===== src/sv/bbgr_pkg.sv =====
package bbgr_pkg;

    // Image geometry and framebuffer layout.
    localparam int IMG_WIDTH     = 128;
    localparam int IMG_HEIGHT    = 64;
    localparam int GLYPH_HEIGHT  = 7;
    localparam int GLYPH_WIDTH   = 5;
    localparam int WORD_BITS     = 32;
    localparam int FRAME_WORDS   = IMG_WIDTH * IMG_HEIGHT / WORD_BITS;
    localparam int ADDR_W        = $clog2(FRAME_WORDS);
    localparam int CNT_W         = ADDR_W + 1;
    localparam int MID_ROW       = IMG_HEIGHT / 2;
    localparam int DIGITS        = 10;

    // Configuration register indexes.
    localparam logic [1:0] CFG_BAR_WIDTH = 2'd0;
    localparam logic [1:0] CFG_MAX_VALUE = 2'd1;
    localparam logic [1:0] CFG_MIN_VALUE = 2'd2;

    typedef enum logic [2:0] {
        FN_FILL,
        FN_SET,
        FN_CLEAR,
        FN_TOGGLE,
        FN_READ_PIX,
        FN_GAUGE,
        FN_READ_WORD,
        FN_NONE
    } func_t;

    typedef enum logic [3:0] {
        ST_CLEAR,
        ST_IDLE,
        ST_DECODE,
        ST_PIXRD,
        ST_PIXWR,
        ST_FILL,
        ST_GSETUP,
        ST_GAUGE,
        ST_RESP
    } state_t;

    // Commands from the controller to the datapath.
    typedef struct packed {
        logic capture;
        logic clear_sweep;
        logic fill_sweep;
        logic pix_rd;
        logic pix_wr;
        logic gauge_setup;
        logic gauge_sweep;
        logic out_load;
    } dp_cmd_t;

    // Status from the datapath to the controller.
    typedef struct packed {
        func_t func;
        logic  sweep_last;
        logic  gauge_last;
    } dp_status_t;

    // Digit glyphs, seven rows of five pixels, top row in the high bits.
    localparam logic [34:0] GLYPH_ROM [DIGITS] = '{
        {5'h00, 5'h0E, 5'h0A, 5'h0A, 5'h0A, 5'h0E, 5'h00},
        {5'h00, 5'h02, 5'h06, 5'h0A, 5'h02, 5'h02, 5'h00},
        {5'h00, 5'h0C, 5'h02, 5'h06, 5'h08, 5'h0E, 5'h00},
        {5'h00, 5'h0E, 5'h02, 5'h06, 5'h02, 5'h0E, 5'h00},
        {5'h00, 5'h08, 5'h0A, 5'h0E, 5'h02, 5'h02, 5'h00},
        {5'h00, 5'h0E, 5'h08, 5'h0E, 5'h02, 5'h0E, 5'h00},
        {5'h00, 5'h0E, 5'h08, 5'h0E, 5'h0A, 5'h0E, 5'h00},
        {5'h00, 5'h0E, 5'h02, 5'h04, 5'h08, 5'h08, 5'h00},
        {5'h00, 5'h0E, 5'h0A, 5'h0E, 5'h0A, 5'h0E, 5'h00},
        {5'h00, 5'h0E, 5'h0A, 5'h0E, 5'h02, 5'h0E, 5'h00}
    };

    // One glyph row, leftmost pixel in the high bit.
    function automatic logic [4:0] glyph_row(input logic [3:0] digit, input logic [2:0] row);
        logic [34:0] gw;
        logic [4:0]  bits;
        gw = GLYPH_ROM[digit];
        case (row)
            3'd0: bits = gw[34:30];
            3'd1: bits = gw[29:25];
            3'd2: bits = gw[24:20];
            3'd3: bits = gw[19:15];
            3'd4: bits = gw[14:10];
            3'd5: bits = gw[9:5];
            3'd6: bits = gw[4:0];
            default: bits = 5'd0;
        endcase
        return bits;
    endfunction

endpackage


===== src/sv/bbgr_ctrl.sv =====
module bbgr_ctrl (
    input  logic                  aclk,
    input  logic                  aresetn,
    input  logic                  s_tvalid,
    output logic                  s_tready,
    output logic                  m_tvalid,
    input  logic                  m_tready,
    input  bbgr_pkg::dp_status_t  status,
    output bbgr_pkg::dp_cmd_t     cmd
);
    import bbgr_pkg::*;

    state_t state_reg, state_next;
    logic   m_tvalid_reg, m_tvalid_next;

    // State and result-valid registers.
    always_ff @(posedge aclk) begin
        if (!aresetn) begin
            state_reg    <= ST_CLEAR;
            m_tvalid_reg <= 1'b0;
        end else begin
            state_reg    <= state_next;
            m_tvalid_reg <= m_tvalid_next;
        end
    end

    // Next state and commands.
    always_comb begin
        state_next = state_reg;
        cmd        = '0;
        s_tready   = 1'b0;
        case (state_reg)
            ST_CLEAR: begin
                cmd.clear_sweep = 1'b1;
                if (status.sweep_last) state_next = ST_IDLE;
            end
            ST_IDLE: begin
                s_tready = 1'b1;
                if (s_tvalid) begin
                    cmd.capture = 1'b1;
                    state_next  = ST_DECODE;
                end
            end
            ST_DECODE: begin
                case (status.func) inside
                    FN_FILL: state_next = ST_FILL;
                    FN_SET, FN_CLEAR, FN_TOGGLE, FN_READ_PIX, FN_READ_WORD:
                        state_next = ST_PIXRD;
                    FN_GAUGE: state_next = ST_GSETUP;
                    default: state_next = ST_RESP;
                endcase
            end
            ST_PIXRD: begin
                cmd.pix_rd = 1'b1;
                state_next = ST_PIXWR;
            end
            ST_PIXWR: begin
                cmd.pix_wr = 1'b1;
                state_next = ST_RESP;
            end
            ST_FILL: begin
                cmd.fill_sweep = 1'b1;
                if (status.sweep_last) state_next = ST_RESP;
            end
            ST_GSETUP: begin
                cmd.gauge_setup = 1'b1;
                state_next      = ST_GAUGE;
            end
            ST_GAUGE: begin
                cmd.gauge_sweep = 1'b1;
                if (status.gauge_last) state_next = ST_RESP;
            end
            ST_RESP: begin
                if (!m_tvalid_reg || m_tready) begin
                    cmd.out_load = 1'b1;
                    state_next   = ST_IDLE;
                end
            end
            default: state_next = ST_IDLE;
        endcase
    end

    // The result stays valid until its transfer.
    always_comb begin
        m_tvalid_next = m_tvalid_reg;
        if (cmd.out_load) begin
            m_tvalid_next = 1'b1;
        end else if (m_tready) begin
            m_tvalid_next = 1'b0;
        end
    end

    assign m_tvalid = m_tvalid_reg;

endmodule


===== config.mk =====
export PLATFORM = sky130hd
export DESIGN_NAME = bbgr_ctrl
export DESIGN_NICKNAME = d
export VERILOG_FILES = /design/src/sv/bbgr_pkg.sv /design/src/sv/bbgr_ctrl.sv
export SDC_FILE = /design/constraint.sdc
export NUM_CORES = 1
export LEC_CHECK = 0
export BUFFER_PORTS_ARGS = -buffer_cell sky130_fd_sc_hd__buf_4
export CORE_AREA = 2 2 39 41
export DETAILED_ROUTE_END_ITERATION = 12
export DIE_AREA = 0 0 41 43
export PLACE_DENSITY = 0.65
export SLEW_MARGIN = 20
export SYNTH_ARGS = -nofsm -noshare
export SYNTH_HDL_FRONTEND = slang
export SYNTH_SLANG_ARGS = --single-unit

===== constraint.sdc =====
create_clock -name aclk -period 1.2 [get_ports aclk]
set_input_delay 0.18 -clock aclk [delete_from_list [all_inputs] [get_ports aclk]]
set_output_delay 0.18 -clock aclk [all_outputs]
set_load 0.01 [all_outputs]

* After elaboration in Yosys (flattened, before gate mapping)
Index checks and enable logic that the tools add are counted.
Storage, ports and cells: input port bits 9, logic and storage cells 50, register bits after elaboration 5, output and inout port bits 10
Cells by class: reduce and logical (&&, ||, !) cells 7, multiplexer cells 22, equality and inequality tests 19
Operators with widths (number):
- 4-bit case mux with 9 select lines | 1
- 4-bit two-way mux | 8
- 4-bit by 3-bit == test with 1-bit output, second input constant | 4
- 1-bit two-way mux | 13
- 2-bit != test, second input constant | 5
- 3-bit == test, second input constant | 3
- 4-bit by 2-bit == test with 1-bit output, second input constant | 2
- 3-bit by 2-bit == test with 1-bit output, second input constant | 2
- 5-bit AND reduction | 1
- 5-bit OR reduction | 1
- 4-bit by 1-bit == test with 1-bit output, second input constant | 1
- 4-bit == test, second input constant | 1
- 4-bit logical NOT | 1
- 3-bit by 1-bit == test with 1-bit output, second input constant | 1
- 3-bit logical NOT | 1
- 2-bit nonzero test | 1
- 1-bit logical NOT | 1
- 1-bit logical OR | 1

* Depth between registers and ports, before layout
depth in word-level cells 5, gate-level depth with buffers 6

* Worst setup path before layout
OpenSTA, ideal clock, no wires.
path kind flip-flop to output port, from register state_reg[1], to output cmd[7] (netlist name), arrival time 1156 ps, path buffers 1, data required time 1020 ps, cell stages (with the launch flop) 5, path slack -136 ps, cell sequence dfxtp_1 buf_4 nand2b_1 nor3_1 and2_1
RTL lines:
- start: declaration | line bbgr_ctrl.sv:13 | state_t state_reg, state_next;
- start signal: assignment | line bbgr_ctrl.sv:22 | state_reg <= state_next;
- end: declaration | line bbgr_ctrl.sv:9 | output bbgr_pkg::dp_cmd_t cmd

==> flow_summary_export.csv <==
group,metric,value,unit
status,status,"finished, violations left",
status,failed_checks,"setup timing",
cells_and_area,largest_reg_flops,4,
clocking,cts_max_level,1,
logic_synthesis,syn_avg_cell_area,7.21,um2
placed_design,dpl_cell_area,704,um2
global_routing,overflow,0,
global_routing,grt_pass1_wl,2770,um
logic_synthesis,ys_ff_latch,5,
cells_and_area,nets,119,
logic_synthesis,synthArstFlopShare,0,%
cells_and_area,fin_cells,125,
routing,routed_via_density,5.58,
global_routing,grt_antenna_before_repair,0,
critical_path,critPathMaxFanout,3,
logic_synthesis,synth_top_cells_by_area,"dfxtp_1 22%, nor3_1 6.5%, nand2b_1 5.4%",
logic_synthesis,syn_nets,73,
logic_synthesis,yosysSeqAreaShare,21.7,%
timing,slew_violations,0,
placed_design,placed_cells,107,
die,die_w,41,um
power_and_ir_drop,leakagePower,0.461,nW
critical_path,startpoint_type,"register",
placed_design,dp_hpwl,1070,um
global_routing,grt_max_degree,8,
clocking,root_buffer,"clkbuf_4",
power_and_ir_drop,power_density,675,nW/um2
critical_path,rrSetupSlack,-0.16,ns
power_and_ir_drop,ir_drop,509,uV
logic_synthesis,synth.distinct_cells,30,
timing,slew_headroom,81.6,%
critical_path,timing.rr.start,"state_reg[2]",
routing,post-route-drc-count,0,
logic_synthesis,synth-edff-count,0,
cells_and_area,antennaDiodeCount,0,
routing,drt_iter0_markers,28,
min_path,min_path_type,"primary input to register",
cells_and_area,finalInstanceArea,1070,um2
die,io_pins,19,
routing,vias,697,
die,core-area,1380,um2
timing,rsz0062_at_grt,"true",
cells_and_area,drive_gt1_share,75.2,%
clocking,cts_tree,"built",
clocking,clkSinkCount,5,
clocking,numCtsBuffers,3,
clocking,clk_pin_slew,0.04,ns
logic_synthesis,synthTopCellsByCount,"6 x nor2_1, 6 x nor3_1, 5 x dfxtp_1",
min_path,hold-path-cell-count,2,
logic_synthesis,syn_area,462,um2
placed_design,place.gp.congestion,0.830,
die,start_util,33.4,%
critical_path,critPathCaptureType,"output port",
routing,wl,2030,um
timing,fin_crit_sh,119,%
min_path,hold_end,"state_reg[3]",
clocking,clk_path_buf_depth,2,
timing,skew,0.00173,ns
logic_synthesis,yosysTopAreaCell,"dfxtp_1",
logic_synthesis,synth_ff_type,"dfxtp_1",
critical_path,worst-setup-path-type,"register to output port",
timing,setup_violations,13,
logic_synthesis,yosysWarnings,0,
logic_synthesis,synth_cells,64,
routing,wl_per_cell,16.2,um
cells_and_area,syn2layout_area_growth,132,%
flow_run,max_cap_violations,0,
timing,max_freq,0.702,GHz
routing,drtAntennaViolNets,0,
die,die_height,43,um
critical_path,cp.arrival,1.24,ns
timing,setup_tns,-1.95,ns
logic_synthesis,synth_top_area_share,21.7,%
global_routing,grt_util_all_layers,23.5,%
clocking,clk_latency,0.25,ns
timing,hold_viol,0,
placed_design,pre_cts_slack,-0.166,ns
timing,fin_crit,1.42,ns
timing,timing.final.ws_setup,-0.224,ns
min_path,hp-start,"aresetn",
cells_and_area,fin_util,77.5,%
global_routing,grt_pass1_vias,606,
critical_path,r2r-end,"state_reg[0]",
placed_design,portBuffers,18,
die,die_area,1760,um2
critical_path,reg2regPathDepth,5,
critical_path,worst_ep_required_time,1.02,ns
routing,drt_first_pass_iters,4,
die,num_rows,14,
timing,worst_slew_pin_slew,0.274,ns
logic make-up (layout without fill, tap and decap cells):
logic type             after synthesis  after routing  share of synthesized area [%]
AND/OR/NAND/NOR                     37             37                           45.3
AO/OA/AOI/OAI                       14             14                           22.2
buffers and inverters                7             52                           8.67
flip-flops                           5              5                           21.7
multiplexers                         1              1                           2.17
metal layers:
metal	GRT usage [%]	vias to the layer above	wire length, um
met5	0	-	0
met4	8.00	0	49
met3	6.28	6	128
met1	29.4	329	816
met2	37.2	36	1030
li1	-	326	-
worst max-delay path, stage by stage (launching register included):
cell,delay (ns)
dfxtp_4,0.35
buf_6,0.11
nand2b_4,0.15
nor3_4,0.13
and2_4,0.16
buf_6,0.09
power breakdown:
part | total (mW) | internal [mW] | switching [mW] | leakage, nW
sequential | 0.186 | 0.170 | 0.0161 | 0.0436
clock | 0.198 | 0.126 | 0.0717 | 0.0150
combinational | 0.340 | 0.195 | 0.144 | 0.402
placed cells by master, fill, tap and decap left out, drive strengths merged, types with 2 or more instances in the layout:
cell type and count:
nand3 3, nor2 6, nand2b 4, nand3b 2
nor4b 2, o21ai 3, nor3 6, buf 47
nor4 2, dfxtp 5, and3 2, nand2 4
a21oi 2, o31ai 2, clkbuf 4, nor2b 4
what timing repair did:
action / CTS / global route
endpoints found under the hold margin: 0 / 0
pin swaps: 7 / 13
cloned: 0 / 0
hold buffers: 0 / 0
setup buffers: 9 / 6
setup endpoints to repair: 13 / 14
gates resized for setup: 37 / 25
through the flow:
stage / power, mW / hold WS (ns)
after floorplan: 0.287 / 0.298
after global placement: 0.378 / 0.430
after detailed placement: 0.381 / 0.428
after CTS: 0.667 / 0.174
after global routing: 0.766 / 0.180
final: 0.723 / 0.183
how the worst max path moves through the flow:
| stage | from | end | slack [ns] | cells past startpoint |
|---|---|---|---|---|
| after floorplan | state_reg[1] | cmd[7] | -0.02 | 4 |
| after global placement | state_reg[0] | state_reg[0] | -0.17 | 4 |
| after detailed placement | state_reg[0] | state_reg[1] | -0.17 | 4 |
| after CTS | state_reg[1] | cmd[7] | -0.24 | 5 |
| after global routing | state_reg[2] | cmd[4] | -0.27 | 5 |
| final | state_reg[1] | cmd[7] | -0.22 | 5 |
final cells by class:
cell class | instances | area, um2
fill | 82 | 312
sequential | 5 | 115
timing repair buffer | 47 | 417
tap | 16 | 20.0
clock buffer | 4 | 26.3
multi-input combinational | 52 | 488
inverter | 1 | 6.26
Note: power is estimated with default switching activity, not from simulation.
